## config.mk

```make
export PLATFORM = sky130hd
export DESIGN_NAME = i2c_bit_level_master_unit
export DESIGN_NICKNAME = d
export VERILOG_FILES = /design/src/hdl/i2cbm_pkg.sv /design/src/hdl/i2c_bit_level_master_unit.sv /design/src/hdl/i2cbm_in_stage.sv /design/src/hdl/i2cbm_engine.sv /design/src/hdl/i2cbm_out_stage.sv
export SDC_FILE = /design/constraint.sdc
export NUM_CORES = 1
export LEC_CHECK = 0
export BUFFER_PORTS_ARGS = -buffer_cell sky130_fd_sc_hd__buf_2
export CAP_MARGIN = 20
export CELL_PAD_IN_SITES_DETAIL_PLACEMENT = 0
export CELL_PAD_IN_SITES_GLOBAL_PLACEMENT = 1
export CORE_MARGIN = 4
export CORE_UTILIZATION = 35
export CTS_CLUSTER_DIAMETER = 40
export DETAILED_ROUTE_END_ITERATION = 12
export PLACE_DENSITY = 0.72
export SYNTH_ARGS = -nofsm -noshare
export SYNTH_HDL_FRONTEND = slang
export SYNTH_SLANG_ARGS = --single-unit
```

## constraint.sdc

```tcl
create_clock -name aclk -period 6.7 [get_ports aclk]
set_input_delay 0.67 -clock aclk [delete_from_list [all_inputs] [get_ports aclk]]
set_output_delay 0.67 -clock aclk [all_outputs]
set_load 0.1 [all_outputs]
```

## src/hdl/i2cbm_pkg.sv

```systemverilog
// ---------------------------------------------------------------------------
// I2C bit-level master package
// Operation codes, register indexes, constants and shared structures.
// ---------------------------------------------------------------------------
package i2cbm_pkg;

    localparam int PHASE_W = 5;

    // The tick code doubles as the idle marker of the active sequence.
    typedef enum logic [3:0] {
        OP_TICK  = 4'd0,
        OP_START = 4'd1,
        OP_STOP  = 4'd2,
        OP_ACK   = 4'd3,
        OP_NACK  = 4'd4,
        OP_WAIT  = 4'd5,
        OP_SEND  = 4'd6,
        OP_RECV  = 4'd7,
        OP_RESET = 4'd8
    } op_t;

    typedef enum logic [0:0] {
        CFG_ACK_WAIT_LIMIT    = 1'b0,
        CFG_RESET_CLOCK_LIMIT = 1'b1
    } cfg_idx_t;

    localparam logic [PHASE_W-1:0] SEND_LAST_PHASE = 5'd24;
    localparam logic [PHASE_W-1:0] RECV_LAST_PHASE = 5'd15;
    localparam logic [7:0]         ACK_WAIT_RESET  = 8'd5;
    localparam logic [3:0]         RESET_CLK_RESET = 4'd9;
    localparam logic [1:0]         SUB_LAST        = 2'd2;

    typedef struct packed {
        logic [3:0] operation;
        logic [7:0] tx_byte;
        logic       sda_in;
    } item_t;

    typedef struct packed {
        logic       scl;
        logic       sda_out;
        logic       sda_drive;
        logic       busy_res;
        logic       done_res;
        logic [7:0] rx_byte;
        logic       ack_missing;
    } result_t;

    typedef struct packed {
        op_t                active;
        logic [PHASE_W-1:0] phase;
        logic [1:0]         sub;
        logic [7:0]         shift;
        logic [7:0]         wait_cnt;
        logic               scl;
        logic               sda;
        logic               drive;
        logic [7:0]         rcvd;
        logic               ack_fail;
    } eng_state_t;

endpackage

```

## src/hdl/i2c_bit_level_master_unit.sv

```systemverilog
// ---------------------------------------------------------------------------
// I2C bit-level master unit
// Each input word is one command (start, stop, ack, nack, wait for ack,
// send byte, receive byte, bus reset) or one tick that ends a delay period.
// Every accepted word produces exactly one result word with the SCL, SDA and
// SDA drive levels, busy and done flags, the last received byte and the
// ack-missing flag.
// The input word is registered, the engine applies it once the result register
// has space, and the result is registered together with the new engine state.
// One word is accepted per cycle as long as the result register drains.
// A stalled receiver holds the result register; the input register still
// takes one more word, after which s_ready drops until m_ready returns.
// Configuration writes on cfg_wr_en take effect at once and are meant for
// idle periods only; index 0 is the ack wait limit, index 1 the bus reset
// clock limit.
// Reset empties both registers, idles the engine, releases SCL and SDA high
// in output mode and restores the configuration defaults (5 and 9).
// ---------------------------------------------------------------------------
module i2c_bit_level_master_unit (
    input  logic       aclk,
    input  logic       aresetn,
    input  logic       cfg_wr_en,
    input  logic [0:0] cfg_addr,
    input  logic [7:0] cfg_wdata,
    input  logic       s_valid,
    output logic       s_ready,
    input  logic [3:0] s_operation,
    input  logic [7:0] s_tx_byte,
    input  logic       s_sda_in,
    output logic       m_valid,
    input  logic       m_ready,
    output logic       m_scl,
    output logic       m_sda_out,
    output logic       m_sda_drive,
    output logic       m_busy_res,
    output logic       m_done_res,
    output logic [7:0] m_rx_byte,
    output logic       m_ack_missing
);
    import i2cbm_pkg::*;

    item_t   s_item;
    item_t   item;
    logic    item_valid;
    logic    space;
    logic    fire;
    result_t result;
    result_t m_result;

    assign s_item = '{operation: s_operation, tx_byte: s_tx_byte, sda_in: s_sda_in};
    assign fire   = item_valid && space;

    i2cbm_in_stage u_in (
        .aclk       (aclk),
        .aresetn    (aresetn),
        .s_valid    (s_valid),
        .s_ready    (s_ready),
        .s_item     (s_item),
        .take       (fire),
        .item_valid (item_valid),
        .item       (item)
    );

    i2cbm_engine u_eng (
        .aclk      (aclk),
        .aresetn   (aresetn),
        .cfg_wr_en (cfg_wr_en),
        .cfg_addr  (cfg_addr),
        .cfg_wdata (cfg_wdata),
        .fire      (fire),
        .item      (item),
        .result    (result)
    );

    i2cbm_out_stage u_out (
        .aclk     (aclk),
        .aresetn  (aresetn),
        .load     (fire),
        .result   (result),
        .space    (space),
        .m_valid  (m_valid),
        .m_ready  (m_ready),
        .m_result (m_result)
    );

    assign m_scl         = m_result.scl;
    assign m_sda_out     = m_result.sda_out;
    assign m_sda_drive   = m_result.sda_drive;
    assign m_busy_res    = m_result.busy_res;
    assign m_done_res    = m_result.done_res;
    assign m_rx_byte     = m_result.rx_byte;
    assign m_ack_missing = m_result.ack_missing;

endmodule

```

## src/hdl/i2cbm_in_stage.sv

```systemverilog
// ---------------------------------------------------------------------------
// I2C bit-level master input stage
// Registers one input word and hands it to the engine.
// ---------------------------------------------------------------------------
module i2cbm_in_stage (
    input  logic            aclk,
    input  logic            aresetn,
    input  logic            s_valid,
    output logic            s_ready,
    input  i2cbm_pkg::item_t s_item,
    input  logic            take,
    output logic            item_valid,
    output i2cbm_pkg::item_t item
);
    import i2cbm_pkg::*;

    logic  valid_reg;
    logic  valid_next;
    item_t item_reg;

    assign s_ready    = !valid_reg || take;
    assign valid_next = (s_valid && s_ready) ? 1'b1 : (take ? 1'b0 : valid_reg);

    always_ff @(posedge aclk) begin
        if (!aresetn) begin
            valid_reg <= 1'b0;
        end else begin
            valid_reg <= valid_next;
        end
    end

    always_ff @(posedge aclk) begin
        if (s_valid && s_ready) begin
            item_reg <= s_item;
        end
    end

    assign item_valid = valid_reg;
    assign item       = item_reg;

endmodule

```

## src/hdl/i2cbm_engine.sv

```systemverilog
// ---------------------------------------------------------------------------
// I2C bit-level master engine
// Holds the sequence state and configuration; applies one word per fire.
// ---------------------------------------------------------------------------
module i2cbm_engine (
    input  logic               aclk,
    input  logic               aresetn,
    input  logic               cfg_wr_en,
    input  logic [0:0]         cfg_addr,
    input  logic [7:0]         cfg_wdata,
    input  logic               fire,
    input  i2cbm_pkg::item_t   item,
    output i2cbm_pkg::result_t result
);
    import i2cbm_pkg::*;

    eng_state_t st_reg;
    eng_state_t st_next;
    logic [7:0] ack_limit_reg;
    logic [3:0] rst_limit_reg;
    logic       done;
    logic [7:0] inc_cnt;
    logic [PHASE_W-1:0] p;

    always_comb begin
        st_next = st_reg;
        done    = 1'b0;
        p       = st_reg.phase;
        inc_cnt = st_reg.wait_cnt + 8'd1;

        if (item.operation == OP_TICK) begin
            if (st_reg.active != OP_TICK) begin
                unique case (st_reg.active)
                    OP_START: begin
                        if (p == '0) begin
                            st_next.sda   = 1'b0;
                            st_next.phase = 5'd1;
                        end else begin
                            st_next.scl = 1'b0;
                            done        = 1'b1;
                        end
                    end
                    OP_STOP: begin
                        if (p == '0) begin
                            st_next.sda   = 1'b1;
                            st_next.phase = 5'd1;
                        end else begin
                            st_next.scl = 1'b0;
                            done        = 1'b1;
                        end
                    end
                    OP_ACK, OP_NACK: begin
                        if (p == '0) begin
                            st_next.scl   = 1'b1;
                            st_next.phase = 5'd1;
                        end else if (p == 5'd1) begin
                            st_next.scl   = 1'b0;
                            st_next.phase = 5'd2;
                        end else begin
                            if (st_reg.active == OP_ACK) begin
                                st_next.sda = 1'b1;
                            end
                            done = 1'b1;
                        end
                    end
                    OP_WAIT: begin
                        if (p == '0) begin
                            st_next.scl   = 1'b1;
                            st_next.phase = 5'd1;
                        end else if (p == 5'd2) begin
                            st_next.drive    = 1'b1;
                            st_next.ack_fail = 1'b0;
                            done             = 1'b1;
                        end else if (p == 5'd4) begin
                            st_next.sda   = 1'b1;
                            st_next.phase = 5'd5;
                        end else if (p == 5'd5) begin
                            st_next.scl      = 1'b0;
                            st_next.ack_fail = 1'b1;
                            done             = 1'b1;
                        end else if (p == 5'd3 && st_reg.wait_cnt == '0) begin
                            st_next.drive = 1'b1;
                            st_next.sda   = 1'b0;
                            st_next.scl   = 1'b1;
                            st_next.phase = 5'd4;
                        end else if (!item.sda_in) begin
                            st_next.scl   = 1'b0;
                            st_next.phase = 5'd2;
                        end else begin
                            st_next.wait_cnt = st_reg.wait_cnt - 8'd1;
                            st_next.phase    = 5'd3;
                        end
                    end
                    OP_SEND: begin
                        if (p >= SEND_LAST_PHASE) begin
                            done = 1'b1;
                        end else begin
                            case (st_reg.sub)
                                2'd0: begin
                                    st_next.sda   = st_reg.shift[7];
                                    st_next.shift = {st_reg.shift[6:0], 1'b0};
                                end
                                2'd1:    st_next.scl = 1'b1;
                                default: st_next.scl = 1'b0;
                            endcase
                            st_next.phase = p + 5'd1;
                            st_next.sub   = (st_reg.sub == SUB_LAST) ? 2'd0 : st_reg.sub + 2'd1;
                        end
                    end
                    OP_RECV: begin
                        if (p >= RECV_LAST_PHASE) begin
                            st_next.drive = 1'b1;
                            st_next.rcvd  = st_reg.shift;
                            done          = 1'b1;
                        end else begin
                            if (!p[0]) begin
                                st_next.shift = {st_reg.shift[6:0], item.sda_in};
                                st_next.scl   = 1'b0;
                            end else begin
                                st_next.scl = 1'b1;
                            end
                            st_next.phase = p + 5'd1;
                        end
                    end
                    OP_RESET: begin
                        if (p == '0) begin
                            st_next.scl   = 1'b0;
                            st_next.phase = 5'd1;
                        end else begin
                            st_next.wait_cnt = inc_cnt;
                            if (item.sda_in || inc_cnt >= {4'd0, rst_limit_reg}) begin
                                done = 1'b1;
                            end else begin
                                st_next.scl   = 1'b1;
                                st_next.phase = '0;
                            end
                        end
                    end
                    default: begin
                    end
                endcase
            end
        end else if (item.operation <= OP_RESET && st_reg.active == OP_TICK) begin
            st_next.active = op_t'(item.operation);
            st_next.phase  = '0;
            unique case (op_t'(item.operation))
                OP_START: begin
                    st_next.sda = 1'b1;
                    st_next.scl = 1'b1;
                end
                OP_STOP: begin
                    st_next.sda = 1'b0;
                    st_next.scl = 1'b1;
                end
                OP_ACK:  st_next.sda = 1'b0;
                OP_NACK: st_next.sda = 1'b1;
                OP_WAIT: begin
                    st_next.drive    = 1'b0;
                    st_next.wait_cnt = ack_limit_reg;
                end
                OP_SEND: begin
                    st_next.drive = 1'b1;
                    st_next.shift = item.tx_byte;
                    st_next.scl   = 1'b0;
                    st_next.sub   = 2'd0;
                end
                OP_RECV: begin
                    st_next.drive = 1'b0;
                    st_next.shift = '0;
                    st_next.scl   = 1'b1;
                end
                default: begin
                    st_next.wait_cnt = '0;
                    if (rst_limit_reg == '0) begin
                        done = 1'b1;
                    end else begin
                        st_next.scl = 1'b1;
                    end
                end
            endcase
        end

        if (done) begin
            st_next.active = OP_TICK;
            st_next.phase  = '0;
        end
    end

    always_ff @(posedge aclk) begin
        if (!aresetn) begin
            st_reg        <= '{active: OP_TICK, phase: '0, sub: '0, shift: '0, wait_cnt: '0,
                               scl: 1'b1, sda: 1'b1, drive: 1'b1, rcvd: '0, ack_fail: 1'b0};
            ack_limit_reg <= ACK_WAIT_RESET;
            rst_limit_reg <= RESET_CLK_RESET;
        end else begin
            if (fire) begin
                st_reg <= st_next;
            end
            if (cfg_wr_en) begin
                unique case (cfg_idx_t'(cfg_addr))
                    CFG_ACK_WAIT_LIMIT:    ack_limit_reg <= cfg_wdata;
                    CFG_RESET_CLOCK_LIMIT: rst_limit_reg <= cfg_wdata[3:0];
                    default: begin
                    end
                endcase
            end
        end
    end

    assign result = '{scl:         st_next.scl,
                      sda_out:     st_next.sda,
                      sda_drive:   st_next.drive,
                      busy_res:    st_next.active != OP_TICK,
                      done_res:    done,
                      rx_byte:     st_next.rcvd,
                      ack_missing: st_next.ack_fail};

endmodule

```

## src/hdl/i2cbm_out_stage.sv

```systemverilog
// ---------------------------------------------------------------------------
// I2C bit-level master output stage
// Result register with valid and ready toward the receiver.
// ---------------------------------------------------------------------------
module i2cbm_out_stage (
    input  logic               aclk,
    input  logic               aresetn,
    input  logic               load,
    input  i2cbm_pkg::result_t result,
    output logic               space,
    output logic               m_valid,
    input  logic               m_ready,
    output i2cbm_pkg::result_t m_result
);
    import i2cbm_pkg::*;

    logic    valid_reg;
    logic    valid_next;
    result_t result_reg;

    assign space      = !valid_reg || m_ready;
    assign valid_next = load ? 1'b1 : (m_ready ? 1'b0 : valid_reg);

    always_ff @(posedge aclk) begin
        if (!aresetn) begin
            valid_reg <= 1'b0;
        end else begin
            valid_reg <= valid_next;
        end
    end

    always_ff @(posedge aclk) begin
        if (load) begin
            result_reg <= result;
        end
    end

    assign m_valid  = valid_reg;
    assign m_result = result_reg;

endmodule

```

Word-level counts from Yosys, hierarchy flattened
Cells that the tools add are included.
Widths: inputs -> output; s select.
{"block": "totals", "reg_bits": 80}
{"block": "classes", "n_addsub": 4, "magnitude_cmp": 4, "n_eq_ne": 48, "muxes": 103, "bitwise": 1, "reduce_logical": 38}
{"cell": "$mux 8", "n": 9}
{"cell": "$pmux 8 s2", "n": 4}
{"cell": "$mux 5", "n": 10}
{"cell": "$mux 1", "n": 47}
{"cell": "$ne 3x3->1 const B", "n": 13}
{"cell": "$mux 9", "n": 4}
{"cell": "$mux 35", "n": 1}
{"cell": "$eq 4x3->1 const B", "n": 8}
{"cell": "$mux 30", "n": 1}
{"cell": "$pmux 5 s6", "n": 1}
{"cell": "$mux 2", "n": 13}
{"cell": "$mux 26", "n": 1}
{"cell": "$eq 4x2->1 const B", "n": 4}
{"cell": "$mux 15", "n": 1}
{"cell": "$ne 5x4->1 const B", "n": 3}
{"cell": "$logic_not 4->1", "n": 3}
{"cell": "$ne 4x3->1 const B", "n": 3}
{"cell": "$pmux 1 s6", "n": 2}
{"cell": "$reduce_and 12->1", "n": 1}
{"cell": "$reduce_and 11->1", "n": 1}
{"cell": "$eq 5x2->1 const B", "n": 2}
{"cell": "$eq 5x3->1 const B", "n": 2}
{"cell": "$mux 10", "n": 1}
{"cell": "$reduce_or 2->1", "n": 5}
{"cell": "39 further kinds", "n": 58}

Depth between registers and ports, before layout
{"block": "logic_depth", "ltp_word": 18, "mapped_depth": 10, "ltp_nobuf": 9}

Cells and area by module
From an unflattened synthesis, not the netlist that was laid out.
{"block": "unflattened", "cells_unflattened": 538, "hier_area_um2": 4830.9}
{"module": "i2cbm_engine", "instances": 1, "cells_per_inst": 501, "area_each_um2": 3907.5}
{"module": "i2cbm_out_stage", "instances": 1, "cells_per_inst": 18, "area_each_um2": 469.2}
{"module": "i2cbm_in_stage", "instances": 1, "cells_per_inst": 18, "area_each_um2": 447.9}
{"module": "i2c_bit_level_master_unit", "instances": 1, "cells_per_inst": 1, "area_each_um2": 6.3}

Worst setup path before layout
OpenSTA, ideal clock, no wires.
{"block": "synth_timing", "path_type": "register to register", "start": "register u_out.valid_reg, in the netlist u_out.m_valid", "end": "register u_in.item_reg (netlist bit u_in.item[0]) (enable)", "setup_ps": 305, "arrival_ps": 2370, "t_required_ps": 6395, "slack_ps": 4025, "path_stages_with_launch": 4, "path_buffers": 0, "cell_sequence": "dfxtp_1 > nor2b_1 > nand2_1 > and2_1"}
{"block": "synth_between", "elab_chain_cells": 5}
{"item": "from (decl)", "line_no": "i2cbm_out_stage.sv:17", "text": "logic valid_reg;"}
{"item": "from (signal assigned)", "line_no": "i2cbm_out_stage.sv:28", "text": "valid_reg <= valid_next;"}
{"item": "$logic_not 1->1", "line_no": "i2cbm_out_stage.sv:21", "text": "assign space = !valid_reg || m_ready;"}
{"item": "$logic_or 1x1->1", "line_no": "i2cbm_out_stage.sv:21"}
{"item": "$logic_and 1x1->1", "line_no": "i2c_bit_level_master_unit.sv:51", "text": "assign fire = item_valid && space;"}
{"item": "$logic_or 1x1->1", "line_no": "i2cbm_in_stage.sv:21", "text": "assign s_ready = !valid_reg || take;"}
{"item": "via s_ready", "line_no": "i2c_bit_level_master_unit.sv:26", "text": "output logic s_ready,"}
{"item": "$logic_and 1x1->1", "line_no": "i2cbm_in_stage.sv:33", "text": "if (s_valid && s_ready) begin"}
{"item": "to (signal assigned)", "line_no": "i2cbm_in_stage.sv:34", "text": "item_reg <= s_item;"}
{"item": "to (decl)", "line_no": "i2cbm_in_stage.sv:19", "text": "item_t item_reg;"}
The timed path passes the listed nets, and every way through them passes these cells.
A chain may end at the register's enable or synchronous reset.

Worst setup path in the final report
{"block": "layout_timing", "start": "register u_eng.st_reg[37] (netlist bit)", "end": "register u_eng.st_reg[12] (netlist bit)"}
{"block": "layout_between", "elab_chain_cells": 4, "word_cells_on_any_way": 19, "classes_between": "eq/ne (11); mux (3); reduce/logical (5)"}
{"item": "from (decl)", "line_no": "i2cbm_engine.sv:17", "text": "eng_state_t st_reg;"}
{"item": "from (signal assigned)", "line_no": "i2cbm_engine.sv:191", "text": "st_reg <= '{active: OP_TICK, phase: '0, sub: '0, shift: '0, wait_cnt: '0,"}
{"item": "from (signal assigned)", "line_no": "i2cbm_engine.sv:197", "text": "st_reg <= st_next;"}
{"item": "$eq 4x4->1 (tied with other cells)", "line_no": "i2cbm_engine.sv:33", "text": "unique case (st_reg.active)"}
{"item": "$pmux 8 s2 / $logic_and 1x1->1 (equally long branches)", "line_no": "i2cbm_engine.sv:33, i2cbm_engine.sv:143"}
{"item": "$mux 35 / $reduce_bool 2->1 (equally long branches)"}
{"item": "$mux 26 / $reduce_and 12->1 (equally long branches)"}
Several ways; a longest one is shown, not always the timed one. The select of a mux whose other input is x is not followed.

==> flow_summary.yaml <==
outcome:
  status: "finished clean"
timing:
  fin_tns_setup_ps: 0
  finalSetupViolations: 0
  holdWs_ps: 454.1
  tightest_slew_ps: 906.0
  fin_crit_ps: 3212
  fin_skew_ps: 7.805
  finalMaxSlewViolations: 0
  period_share_pct: 47.94
  hold_viol_final: 0
  timing.fmax_mhz: 311.3
  slew_headroom_pct: 39.44
  rsz0062_at_grt: "no"
placement:
  place_congestion: 0.9439
  detailed_place_hpwl_um: 9168
  io_buffers: 42
worst_hold_path:
  hold_path_class: "flop to flop"
  worstHoldStart: "u_eng.ack_limit_reg[7]"
  min_path_cells: 2
clock_tree:
  clk_pin_slew_ps: 60
  clk_latency_ps: 350
  numClockSinks: 80
  cts_max_level: 3
  ctsResizeCount: 0
  cts_hold_repair.buffers: 0
  cts_setup_buffers: 0
  numCtsBuffers: 9
  cts_tree: "yes"
  root_buffer: "clkbuf_16"
  cts_buffer_depth: 2
logic_synthesis:
  syn-cell-area_um2: 4639
  synth_edf_count: 27
  syn_nets: 584
  synth-seq-area-share_pct: 40.35
  synth_warnings: 0
  async_flop_share_pct: 0
  syn-mean-instance-area_um2: 8.513
  syn_inst: 545
  ys_seq_elements: 80
  synth_cell_types: 66
  synthFlopType: "dfxtp_1"
final_layout:
  largest_register_ffs: 34
  diodes: 0
  layout-drive-gt1-share_pct: 15.47
  area_growth_pct: 12.38
  nNetsFinal: 603
grt:
  grtUsageTotal_pct: 17.15
  grt_pass1_vias: 3916
  grt_max_degree: 36
  antenna_found_initial: 0
  overflow: 0
  grt_pass1_wl_um: 20390
routing:
  remaining_drc_errors: 0
  drtIter0Drc: 391
  ant_nets: 0
  wire_per_inst_um: 17.15
  wl_um: 12710
  drt_first_pass_iters: 5
  viasPerCell: 5.707
  via_count: 4229
power_and_ir_drop:
  powerDensity_nw_per_um2: 220.3
  ir_drop_v: 0.0001140
  leakage_nw: 1.936
worst_setup_path:
  reg2reg_depth: 6
  crit_type: "flop to flop"
  worstSetupStartpoint: "u_eng.st_reg[37]"
  crit_path_end_kind: "flop"
  r2r-start: "u_eng.st_reg[37]"
  critPathLaunchType: "flop"
  slowest_delay_ps: 750
  cp_data_required_time_ps: 6940
  worst-path-max-fanout: 20
  worst_path_max_delay_cell: "dfxtp_1"
  crit_arrival_ps: 3450
  crit_chain: "or4bb_1, or4_4, nor4b_2, o21ai_2, a221o_1, and3_1"
die:
  initial_core_util_pct: 36.32
  rows: 41
  dieArea_um2: 15160
  num_io_pins: 43
  chipWidth_um: 123.1
  die_h_um: 123.1
  core_um2: 12770
flow_run:
  cap_violations: 0
-- critical path, delay by kind of cell, from the launching register on --
| kind | cells | cell delay [ps] |
|---|---|---|
| simple gates | 4 | 1800 |
| flops | 1 | 750 |
| compound gates | 2 | 560 |
-- area by class of cell --
type / instances / area (um^2)
multi-input cells: 408 / 2521
fillers: 1291 / 7560
clock inverters: 6 / 51.30
flip-flops and latches: 80 / 1872
clock buffers: 10 / 239.0
well taps: 172 / 215.2
inverters: 18 / 67.56
repair buffers: 47 / 247.7
-- cell families after synthesis --
group	synth area share, %
and+or+nand+nor	24.49
AOI/OAI and AO/OA	21.98
DFF	40.35
buffers and inverters	5.313
muxes	3.506
adders and majority gates	3.236
xor gates and xnor gates	1.133
-- per-stage QoR --
step / total power [W] / util (%) / setup WS, ps / cells / area [um^2]
after floorplan: 0.0006407 / - / 4025 / 545 / 4639
after global placement: 0.0006751 / 38.54 / 3584 / 725 / 4923
after detailed placement: 0.0006766 / 38.54 / 3548 / 725 / 4923
after CTS: 0.001160 / 40.82 / 3528 / 741 / 5214
after global routing: 0.001193 / 40.82 / 3340 / 741 / 5214
final: 0.001149 / 40.82 / 3488 / 741 / 5214
-- path summary, 6_finish.rpt --
| kind | endpoint | slack [ps] |
|---|---|---|
| setup reg to reg | u_eng.st_reg[12] | 3490 |
| hold reg to reg | u_eng.ack_limit_reg[7] | 450 |
| hold / removal | u_eng.ack_limit_reg[7] | 450 |
| setup / recovery | u_eng.st_reg[12] | 3490 |
-- cell usage after synthesis (all sizes together) (14+ instances only) --
| library cell | number | share of area, % |
|---|---|---|
| a21oi | 47 | 5.1 |
| nor2b | 14 | 1.9 |
| a221oi | 14 | 2.6 |
| buf | 15 | 1.9 |
| inv | 17 | 1.4 |
| o21ai | 29 | 3.2 |
| nand3 | 28 | 3.0 |
| nor2 | 32 | 2.6 |
| nand2 | 68 | 5.5 |
| clkbuf | 24 | 1.9 |
| edfxtp | 27 | 17 |
| nor3 | 21 | 2.3 |
| dfxtp | 53 | 23 |
-- cells in the final DEF, fill, tap and decap left out, drive strengths merged, types with 6 or more instances in the layout --
cell,count
a31oi,11
buf,47
clkbuf,10
nor2b,14
nand2b,6
nand2,68
a221oi,14
nand4,6
nand3,28
mux2,10
ha,12
dfxtp,53
o21ai,29
edfxtp,27
or2,6
and3,8
nor3,21
nor2,32
a21oi,47
inv,20
a211oi,11
-- layer usage --
metal | routed length [um] | GRT usage [%] | vias up | share of wire [%]
met5 | 0 | 0 | - | 0
met4 | 210 | 5.467 | 0 | 1.7
met3 | 856 | 3.705 | 15 | 6.7
met2 | 5494 | 25.04 | 150 | 43
met1 | 6147 | 25.14 | 1995 | 48
li1 | - | - | 2069 | -
-- report_power, final --
part	leakage [nW]	switching (W)	internal (W)
Combinational	1.11	0.0000907	0.0000377
Sequential	0.682	0.0000187	0.000519
Clock	0.145	0.000216	0.000267
Note: power is estimated with default switching activity, not from simulation.
